**config.mk**
```make
export PLATFORM = sky130hd
export DESIGN_NAME = i2c_slave_register_buffer_core
export DESIGN_NICKNAME = d
export VERILOG_FILES = /design/src/hdl/i2crb_pkg.sv /design/src/hdl/i2crb_ram.sv /design/src/hdl/i2crb_ctrl.sv /design/src/hdl/i2crb_resp.sv /design/src/hdl/i2c_slave_register_buffer_core.sv
export SDC_FILE = /design/constraint.sdc
export NUM_CORES = 2
export LEC_CHECK = 0
export BUFFER_PORTS_ARGS = -buffer_cell sky130_fd_sc_hd__buf_2
export CAP_MARGIN = 30
export CORE_MARGIN = 2
export CORE_UTILIZATION = 45
export CTS_CLUSTER_SIZE = 16
export DETAILED_ROUTE_END_ITERATION = 8
export PLACE_DENSITY_LB_ADDON = 0.08
export SKIP_LAST_GASP = 1
export SLEW_MARGIN = 25
export SYNTH_ARGS = -nofsm -noshare
export SYNTH_HDL_FRONTEND = slang
export SYNTH_SLANG_ARGS = --single-unit
```
**constraint.sdc**
```tcl
create_clock -name clock -period 5.7 [get_ports clock]
set_input_delay 0.855 -clock clock [delete_from_list [all_inputs] [get_ports clock]]
set_output_delay 0.855 -clock clock [all_outputs]
set_load 0.02 [all_outputs]
```
**src/hdl/i2crb_pkg.sv**
```systemverilog
package i2crb_pkg;

   localparam int DEF_NUM_REGIONS = 4;
   localparam int DEF_REGION_SIZE = 64;

   localparam int BYTE_W       = 8;
   localparam int REG_W        = 7;
   localparam int NUM_LEN_REGS = 4;
   localparam int CSR_IDX_W    = 3;
   localparam int REQ_TDATA_W  = 16;
   localparam int REQ_TUSER_W  = 2;
   localparam int RSP_TDATA_W  = 16;

   localparam logic [REG_W-1:0]     OWN_ADDR_RESET      = 7'd1;
   localparam logic [CSR_IDX_W-1:0] CSR_OWN_ADDRESS     = 3'd0;
   localparam logic [CSR_IDX_W-1:0] CSR_REGION_LENGTH_0 = 3'd1;

   typedef enum logic [1:0] {
      OP_START = 2'd0,
      OP_BYTE  = 2'd1,
      OP_ACK   = 2'd2
   } op_type;

   typedef enum logic [1:0] {
      RPL_RELEASE = 2'd0,
      RPL_ACK     = 2'd1,
      RPL_NACK    = 2'd2
   } reply_type;

   typedef enum logic [1:0] {
      PH_IDLE  = 2'd0,
      PH_ADDR  = 2'd1,
      PH_WRITE = 2'd2,
      PH_READ  = 2'd3
   } phase_type;

   // where the transmitted byte comes from
   typedef enum logic [1:0] {
      SRC_ZERO = 2'd0,
      SRC_FF   = 2'd1,
      SRC_MEM  = 2'd2
   } src_type;

   typedef struct packed {
      reply_type reply;
      logic      send;
      src_type   src;
      logic      done;
      logic      addressed;
   } rsp_info_type;

endpackage

```
**src/hdl/i2crb_ram.sv**
```systemverilog
module i2crb_ram #(
   parameter int WIDTH = 8,
   parameter int DEPTH = 256
) (
   input  logic                                     clock,
   input  logic                                     we,
   input  logic [(DEPTH > 1 ? $clog2(DEPTH) : 1)-1:0] waddr,
   input  logic [WIDTH-1:0]                         wdata,
   input  logic                                     re,
   input  logic [(DEPTH > 1 ? $clog2(DEPTH) : 1)-1:0] raddr,
   output logic [WIDTH-1:0]                         rdata
);

   logic [WIDTH-1:0] mem_ff [DEPTH];
   logic [WIDTH-1:0] rdata_ff;

   always_ff @(posedge clock) begin
      if (we) begin
         mem_ff[waddr] <= wdata;
      end
      if (re) begin
         rdata_ff <= mem_ff[raddr];
      end
   end

   assign rdata = rdata_ff;

endmodule

```
**src/hdl/i2crb_ctrl.sv**
```systemverilog
module i2crb_ctrl #(
   parameter int NUM_REGIONS = i2crb_pkg::DEF_NUM_REGIONS,
   parameter int REGION_SIZE = i2crb_pkg::DEF_REGION_SIZE
) (
   input  logic                                    clock,
   input  logic                                    reset,
   input  logic                                    csr_we,
   input  logic [i2crb_pkg::CSR_IDX_W-1:0]         csr_index,
   input  logic [i2crb_pkg::REG_W-1:0]             csr_wdata,
   input  logic                                    acc,
   input  logic [1:0]                              op,
   input  logic [i2crb_pkg::BYTE_W-1:0]            bus_byte,
   input  logic                                    master_nack,
   output logic                                    ram_we,
   output logic                                    ram_re,
   output logic [(NUM_REGIONS * REGION_SIZE > 1 ?
                  $clog2(NUM_REGIONS * REGION_SIZE) : 1)-1:0] ram_addr,
   output logic [i2crb_pkg::BYTE_W-1:0]            ram_wdata,
   output i2crb_pkg::rsp_info_type                 info
);
   import i2crb_pkg::*;

   localparam int DEPTH  = NUM_REGIONS * REGION_SIZE;
   localparam int ADDR_W = DEPTH > 1 ? $clog2(DEPTH) : 1;
   localparam int IDX_W  = NUM_REGIONS > 1 ? $clog2(NUM_REGIONS) : 1;
   localparam int PTR_W  = $clog2(REGION_SIZE + 1);
   localparam int LEN_W  = 9;

   logic [REG_W-1:0] own_ff;
   logic [REG_W-1:0] len_ff [NUM_LEN_REGS];

   phase_type        phase_ff, phase_in;
   logic             rv_ff, rv_in;
   logic [IDX_W-1:0] idx_ff, idx_in;
   logic [PTR_W-1:0] ptr_ff, ptr_in;
   logic [PTR_W-1:0] fill_ff [NUM_REGIONS];
   logic [PTR_W-1:0] fill_in [NUM_REGIONS];

   op_type           op_c;
   logic             addr_match;
   logic [IDX_W-1:0] sel_idx;
   logic [PTR_W-1:0] cur_len;
   logic [PTR_W-1:0] sel_len;
   logic [PTR_W-1:0] ptr_inc;
   logic             do_fetch;

   // effective length: capped at the region size, zero past the registers
   function automatic logic [PTR_W-1:0] eff_len(input logic [IDX_W-1:0] idx,
                                                input logic [REG_W-1:0] lens [NUM_LEN_REGS]);
      logic [LEN_W-1:0] l;
      l = '0;
      for (int k = 0; k < NUM_LEN_REGS; k++) begin
         if (k < NUM_REGIONS && idx == IDX_W'(k)) begin
            l = LEN_W'(lens[k]);
         end
      end
      if (l > LEN_W'(REGION_SIZE)) begin
         l = LEN_W'(REGION_SIZE);
      end
      return PTR_W'(l);
   endfunction

   assign op_c       = op_type'(op);
   assign addr_match = (bus_byte == '0) || (bus_byte[BYTE_W-1:1] == own_ff);
   assign sel_idx    = IDX_W'(bus_byte);
   assign cur_len    = eff_len(idx_ff, len_ff);
   assign sel_len    = eff_len(sel_idx, len_ff);
   assign ptr_inc    = ptr_ff + PTR_W'(1);
   assign ram_addr   = ADDR_W'(ADDR_W'(idx_ff) * ADDR_W'(REGION_SIZE)) + ADDR_W'(ptr_ff);
   assign ram_wdata  = bus_byte;

   // configuration registers
   always_ff @(posedge clock) begin
      if (reset) begin
         own_ff <= OWN_ADDR_RESET;
         for (int k = 0; k < NUM_LEN_REGS; k++) begin
            len_ff[k] <= '0;
         end
      end else if (csr_we) begin
         if (csr_index == CSR_OWN_ADDRESS) begin
            own_ff <= csr_wdata;
         end
         for (int k = 0; k < NUM_LEN_REGS; k++) begin
            if (csr_index == CSR_IDX_W'(CSR_REGION_LENGTH_0 + CSR_IDX_W'(k))) begin
               len_ff[k] <= csr_wdata;
            end
         end
      end
   end

   // next phase
   always_comb begin
      phase_in = phase_ff;
      if (acc) begin
         case (op_c)
            OP_START: phase_in = PH_ADDR;
            OP_BYTE: begin
               if (phase_ff == PH_ADDR) begin
                  if (!addr_match) begin
                     phase_in = PH_IDLE;
                  end else if (bus_byte[0]) begin
                     phase_in = PH_READ;
                  end else begin
                     phase_in = PH_WRITE;
                  end
               end
            end
            OP_ACK: begin
               if (phase_ff == PH_READ && master_nack) begin
                  phase_in = PH_IDLE;
               end
            end
            default: ;
         endcase
      end
   end

   // reply, pointer, buffer access
   always_comb begin
      info.reply     = RPL_RELEASE;
      info.send      = 1'b0;
      info.src       = SRC_ZERO;
      info.done      = 1'b0;
      info.addressed = (phase_in == PH_WRITE) || (phase_in == PH_READ);
      rv_in          = rv_ff;
      idx_in         = idx_ff;
      ptr_in         = ptr_ff;
      fill_in        = fill_ff;
      ram_we         = 1'b0;
      ram_re         = 1'b0;
      do_fetch       = 1'b0;
      if (acc) begin
         case (op_c)
            OP_BYTE: begin
               case (phase_ff)
                  PH_ADDR: begin
                     if (addr_match) begin
                        info.reply = RPL_ACK;
                        if (bus_byte[0]) begin
                           do_fetch = 1'b1;
                        end else begin
                           rv_in = 1'b0;
                        end
                     end
                  end
                  PH_WRITE: begin
                     if (!rv_ff) begin
                        if ({1'b0, bus_byte} < (BYTE_W + 1)'(NUM_REGIONS)) begin
                           rv_in  = 1'b1;
                           idx_in = sel_idx;
                           ptr_in = '0;
                           if (sel_len == '0) begin
                              info.reply = RPL_NACK;
                              info.done  = 1'b1;
                           end else begin
                              info.reply = RPL_ACK;
                           end
                        end else begin
                           info.reply = RPL_NACK;
                        end
                     end else if (ptr_ff < cur_len) begin
                        ram_we = 1'b1;
                        ptr_in = ptr_inc;
                        if (ptr_inc > fill_ff[idx_ff]) begin
                           fill_in[idx_ff] = ptr_inc;
                        end
                        if (ptr_inc == cur_len) begin
                           info.reply = RPL_NACK;
                           info.done  = 1'b1;
                        end else begin
                           info.reply = RPL_ACK;
                        end
                     end else begin
                        info.reply = RPL_NACK;
                     end
                  end
                  default: ;
               endcase
            end
            OP_ACK: begin
               if (phase_ff == PH_READ && !master_nack) begin
                  do_fetch = 1'b1;
               end
            end
            default: ;
         endcase
      end
      if (do_fetch) begin
         info.send = 1'b1;
         if (!rv_ff) begin
            info.src = SRC_ZERO;
         end else if (ptr_ff >= cur_len) begin
            info.src = SRC_FF;
         end else begin
            // bytes beyond the fill count were never written and read as zero
            if (ptr_ff < fill_ff[idx_ff]) begin
               info.src = SRC_MEM;
               ram_re   = 1'b1;
            end
            ptr_in    = ptr_inc;
            info.done = (ptr_inc == cur_len);
         end
      end
   end

   always_ff @(posedge clock) begin
      if (reset) begin
         phase_ff <= PH_IDLE;
         rv_ff    <= 1'b0;
         idx_ff   <= '0;
         ptr_ff   <= '0;
         for (int k = 0; k < NUM_REGIONS; k++) begin
            fill_ff[k] <= '0;
         end
      end else begin
         phase_ff <= phase_in;
         rv_ff    <= rv_in;
         idx_ff   <= idx_in;
         ptr_ff   <= ptr_in;
         fill_ff  <= fill_in;
      end
   end

endmodule

```
**src/hdl/i2crb_resp.sv**
```systemverilog
module i2crb_resp (
   input  logic                                clock,
   input  logic                                reset,
   input  logic                                acc,
   input  i2crb_pkg::rsp_info_type             info,
   input  logic [i2crb_pkg::BYTE_W-1:0]        ram_rdata,
   output logic                                take_ok,
   output logic                                rsp_tvalid,
   input  logic                                rsp_tready,
   output logic [i2crb_pkg::RSP_TDATA_W-1:0]   rsp_tdata
);
   import i2crb_pkg::*;

   logic                   s1_valid_ff, s1_valid_in;
   rsp_info_type           s1_info_ff;
   logic                   out_valid_ff, out_valid_in;
   logic [RSP_TDATA_W-1:0] out_data_ff;
   logic                   s1_move;
   logic [BYTE_W-1:0]      send_byte;

   assign s1_move = s1_valid_ff && (!out_valid_ff || rsp_tready);
   assign take_ok = !s1_valid_ff || s1_move;

   always_comb begin
      case (s1_info_ff.src)
         SRC_MEM: send_byte = ram_rdata;
         SRC_FF:  send_byte = 8'hFF;
         default: send_byte = '0;
      endcase
   end

   assign s1_valid_in  = acc || (s1_valid_ff && !s1_move);
   assign out_valid_in = s1_move || (out_valid_ff && !rsp_tready);

   always_ff @(posedge clock) begin
      if (reset) begin
         s1_valid_ff  <= 1'b0;
         out_valid_ff <= 1'b0;
      end else begin
         s1_valid_ff  <= s1_valid_in;
         out_valid_ff <= out_valid_in;
      end
   end

   always_ff @(posedge clock) begin
      if (acc) begin
         s1_info_ff <= info;
      end
      if (s1_move) begin
         out_data_ff <= {3'b000, s1_info_ff.addressed, s1_info_ff.done, send_byte,
                         s1_info_ff.send, s1_info_ff.reply};
      end
   end

   assign rsp_tvalid = out_valid_ff;
   assign rsp_tdata  = out_data_ff;

endmodule

```
**src/hdl/i2c_slave_register_buffer_core.sv**
```systemverilog
// Byte-level I2C slave register buffer. Each request is one bus event (start, master byte,
// or master acknowledge bit) and yields exactly one response telling how to drive the bus
// and which byte to shift out. Requests are taken one per clock while the response path
// is not stalled by rsp_tready; a response passes through the buffer RAM's registered read
// and then the output register, and the output register lets the next request enter while a
// response waits. Buffer contents live in one RAM of NUM_REGIONS * REGION_SIZE bytes; a
// per-region fill count makes unwritten bytes read as zero, so there is no clearing pass
// after reset and the block is ready in the first cycle out of reset.
module i2c_slave_register_buffer_core #(
   parameter int NUM_REGIONS = i2crb_pkg::DEF_NUM_REGIONS,
   parameter int REGION_SIZE = i2crb_pkg::DEF_REGION_SIZE
) (
   input  logic                                 clock,
   input  logic                                 reset,
   input  logic                                 csr_we,
   input  logic [i2crb_pkg::CSR_IDX_W-1:0]      csr_index,
   input  logic [i2crb_pkg::REG_W-1:0]          csr_wdata,
   input  logic                                 req_tvalid,
   output logic                                 req_tready,
   // [7:0] bus_byte, [8] master_nack, [15:9] zero
   input  logic [i2crb_pkg::REQ_TDATA_W-1:0]    req_tdata,
   // [1:0] operation
   input  logic [i2crb_pkg::REQ_TUSER_W-1:0]    req_tuser,
   output logic                                 rsp_tvalid,
   input  logic                                 rsp_tready,
   // [1:0] reply, [2] send_valid, [10:3] send_byte, [11] transfer_complete,
   // [12] addressed, [15:13] zero
   output logic [i2crb_pkg::RSP_TDATA_W-1:0]    rsp_tdata
);
   import i2crb_pkg::*;

   localparam int DEPTH  = NUM_REGIONS * REGION_SIZE;
   localparam int ADDR_W = DEPTH > 1 ? $clog2(DEPTH) : 1;

   logic              acc;
   logic              take_ok;
   logic              ram_we;
   logic              ram_re;
   logic [ADDR_W-1:0] ram_addr;
   logic [BYTE_W-1:0] ram_wdata;
   logic [BYTE_W-1:0] ram_rdata;
   rsp_info_type      info;

   assign req_tready = take_ok;
   assign acc        = req_tvalid && take_ok;

   i2crb_ctrl #(
      .NUM_REGIONS(NUM_REGIONS),
      .REGION_SIZE(REGION_SIZE)
   ) u_ctrl (
      .clock      (clock),
      .reset      (reset),
      .csr_we     (csr_we),
      .csr_index  (csr_index),
      .csr_wdata  (csr_wdata),
      .acc        (acc),
      .op         (req_tuser),
      .bus_byte   (req_tdata[BYTE_W-1:0]),
      .master_nack(req_tdata[BYTE_W]),
      .ram_we     (ram_we),
      .ram_re     (ram_re),
      .ram_addr   (ram_addr),
      .ram_wdata  (ram_wdata),
      .info       (info)
   );

   i2crb_ram #(
      .WIDTH(BYTE_W),
      .DEPTH(DEPTH)
   ) u_ram (
      .clock(clock),
      .we   (ram_we),
      .waddr(ram_addr),
      .wdata(ram_wdata),
      .re   (ram_re),
      .raddr(ram_addr),
      .rdata(ram_rdata)
   );

   i2crb_resp u_resp (
      .clock     (clock),
      .reset     (reset),
      .acc       (acc),
      .info      (info),
      .ram_rdata (ram_rdata),
      .take_ok   (take_ok),
      .rsp_tvalid(rsp_tvalid),
      .rsp_tready(rsp_tready),
      .rsp_tdata (rsp_tdata)
   );

endmodule

```
==> flow_metrics.py <==
metrics = {
    "die": {
        "die_h_um": 437.7,
        "core_area_um2": 187400,
        "rows": 159,
        "dieArea_um2": 191600,
        "dieWidth_um": 437.7,
        "io-pin-count": 51,
        "initial_core_util_pct": 45.17,
    },
    "cts": {
        "cts_buffers": 222,
        "cts_buffer_depth": 3,
        "cts_hold_buffers": 0,
        "cts_tree": "done",
        "cts_setup_buffers": 0,
        "root_buffer": "clkbuf_16",
        "ctsResizeCount": 0,
        "numClockSinks": 2153,
        "h-tree-depth": 4,
        "clk_pin_slew_ns": 0.06,
        "clkLatencyLatePin_ns": 0.88,
    },
    "global_route": {
        "grt_pass1_wl_mm": 319.7,
        "antenna_found_initial": 3,
        "grt_pass1_vias": 41520,
        "met1_usage_pct": 35.25,
        "grt_use_total_pct": 23.68,
        "overflow": 0,
        "grt.met3_usage_pct": 3.898,
        "grt.busiest_layer": "met2",
        "use_met2_pct": 36.38,
        "grt_max_degree": 171,
    },
    "sta": {
        "tightest_slew_ns": 1.087,
        "period_share_pct": 84.09,
        "slew_headroom_pct": 27.50,
        "setup_ws_ns": 0.9066,
        "rsz0062_at_grt": "false",
        "fin_worst_skew_ns": 0.03941,
        "final_hold_viol_count": 0,
        "setup_violations": 0,
        "holdWs_ns": 0.2478,
        "fin_tns_setup_ns": 0,
        "fmaxAchievable_mhz": 208.6,
        "final_max_slew_viol_count": 0,
        "period_needed_ns": 4.793,
    },
    "setup_path": {
        "crit_arrival_ns": 5.27,
        "cp-end-kind": "flip-flop",
        "rr_worst_depth": 13,
        "start_kind": "flip-flop",
        "crit_required_ns": 6.17,
        "path_max_fanout": 32,
        "setup.worst_path.class": "reg -> reg",
    },
    "finish": {
        "antennaDiodeCount": 0,
        "drive_gt1_share_pct": 26.55,
        "synthToLayoutAreaGrowth_pct": 13.58,
        "nets": 4339,
        "final_cells": 6954,
    },
    "logic_synthesis": {
        "ys_seq_area_share_pct": 75.47,
        "ys_warn_count": 0,
        "synth_seq_cells": 2153,
        "synth_edf_count": 2076,
        "netlist_area_um2": 84640,
        "syn_avg_cell_area_um2": 21.02,
        "yosysUniqueCellTypes": 65,
        "synth_ff_type": "edfxtp_1",
        "syn-instance-count": 4026,
        "postSynth.asyncResetShare_pct": 0,
    },
    "min_path": {
        "holdPathStages": 3,
        "min_path_type": "in -> reg",
    },
    "detailed_routing": {
        "wl_per_cell_um": 32.56,
        "route.detailed.drc": 0,
        "drt-total-wl_mm": 226.4,
        "viasPerCell": 6.000,
        "dr.first_iter.drc_count": 4646,
        "dr.pass1.iters": 6,
        "ant_nets": 0,
        "vias": 41730,
    },
    "power_and_ir_drop": {
        "p_leak_nw": 29.00,
        "vdd.ir_drop.worst_uv": 231.4,
        "powerDensity_nw_per_um2": 333.6,
    },
    "placement": {
        "place_congestion": 0.8511,
        "place_inst": 6534,
        "preCtsSetupSlack_ns": 0.9025,
        "port_buffers": 40,
        "dpl.hpwl_mm": 140.7,
    },
    "flow_run": {
        "cap_violations": 0,
    },
    "outcome": {
        "run_status": "completed",
    },
}
critical path, stage by stage, from the launching register on:
cell and delay [ns]:
dfxtp_1 0.35, buf_4 0.20, buf_4 0.30, mux4_2 0.56
nor2b_1 0.18, inv_1 0.07, ha_1 0.23, o21ai_0 0.10
a21oi_1 0.17, nor4b_4 0.33, buf_12 0.31, nand3_1 0.43
buf_4 0.39, nor2_1 0.73
state kept, by name, summed over array words and instances, names as in the netlist:
signal / cells
u_ctrl.idx_ff: 2
u_resp.s1_info_ff: 7
u_ram.rdata: 8
u_resp.rsp_tdata: 13
u_ctrl.ptr_ff: 7
u_ctrl.fill_ff: 28
u_ctrl.own_ff: 7
u_ram.mem_ff: 2048
u_resp.rsp_tvalid: 1
u_ctrl.len_ff: 28
u_ctrl.rv_ff: 1
u_resp.s1_valid_ff: 1
u_ctrl.phase_ff: 2
worst paths after layout:
kind	start	to	slack, ns
worst max-delay path	u_ctrl.idx_ff[0]$_SDFFE_PP0P_	u_ram.mem_ff[11][2]$_DFFE_PP_	0.91
worst min-delay path	req_tvalid	u_resp.s1_valid_ff$_SDFF_PP0_	0.25
worst max register to register	u_ctrl.idx_ff[0]$_SDFFE_PP0P_	u_ram.mem_ff[11][2]$_DFFE_PP_	0.91
worst min register to register	u_resp.s1_info_ff[1]$_DFFE_PP_	u_resp.rsp_tdata[11]$_DFFE_PP_	0.42
synthesized netlist by cell type (5+ instances only):
master	number	area, um^2
nor2b_1	14	87.58
ha_1	35	437.9
a311oi_1	14	122.6
nor2_1	331	1242
and2_1	7	43.79
buf_2	65	325.3
o21ai_0	19	95.09
nand4_1	12	75.07
a211oi_1	6	45.04
nand3_1	44	220.2
nand2b_1	9	56.30
o22ai_1	22	137.6
buf_6	11	123.9
clkbuf_1	107	401.6
buf_4	16	120.1
mux4_2	601	13540
or4_1	5	37.54
mux2i_1	119	1191
nor3_1	54	270.3
or3_1	8	50.05
a221oi_1	7	61.31
a22oi_1	30	225.2
o32ai_1	10	87.58
o21a_1	7	52.55
edfxtp_1	2076	62340
a21oi_1	61	305.3
xor2_1	11	96.34
nor4_1	13	81.33
nand2_1	104	390.4
o211ai_1	6	45.04
a22o_1	11	96.34
dfxtp_1	77	1541
and3_1	9	56.30
inv_1	27	101.4
buf_1	25	93.84
per-stage QoR:
| step | power (mW) | utilization, % | area, um^2 |
|---|---|---|---|
| after global placement | 18.06 | 47.38 | 88790 |
| final | 32.07 | 51.30 | 96140 |
| after floorplan | 17.75 | - | 84650 |
| after CTS | 32.35 | 51.25 | 96050 |
| after global routing | 32.95 | 51.30 | 96140 |
| after detailed placement | 18.07 | 47.42 | 88860 |
report_power, final:
part,switching [mW],internal (mW)
logic,0.326,0.0556
registers,0.00686,17.3
clock network,6.13,8.21
layout make-up:
cell class / instances / area [um^2]
Clock buffer: 284 / 5883
Clock inverter: 128 / 1308
Fill cell: 14940 / 91260
Inverter: 30 / 112.6
Multi-Input combinational cell: 1620 / 19690
Sequential cell: 2153 / 63900
Tap cell: 2495 / 3122
Timing Repair Buffer: 244 / 2131
kinds of logic after synthesis:
kind of cell	Yosys count	share of synthesized area, %
other	1	0.004430
buffers and inverters	255	1.397
AO/OA/AOI/OAI	213	1.703
flip-flops	2153	75.47
AND/OR/NAND/NOR	631	3.299
XOR/XNOR	16	0.1818
multiplexers	722	17.43
adder cells (fa/ha/maj)	35	0.5174
routing by layer:
metal	wire length [um]	share of wire, %	up-vias
li1	-	-	17280
met1	99300	44	22600
met2	106100	47	1514
met3	14830	6.5	326
met4	6215	2.7	0
met5	0	0	-
cell usage in the layout, fill, tap and decap left out, types with 27 or more instances in the layout:
cell type  netlist  routed
clkbuf_1       107      55
clkinv_1         1      51
inv_1           27      27
mux2i_1        119     119
buf_4           16     176
clkinv_2         0      33
mux4_2         601     601
nand2_1        104      95
edfxtp_1      2076    2076
clkbuf_16        0     225
ha_1            35      35
nand3_1         44      43
nor2_1         331     330
a22oi_1         30      30
nor3_1          54      53
dfxtp_1         77      72
a21oi_1         61      61
buf_2           65      32
(Power assumes the default switching activity.)
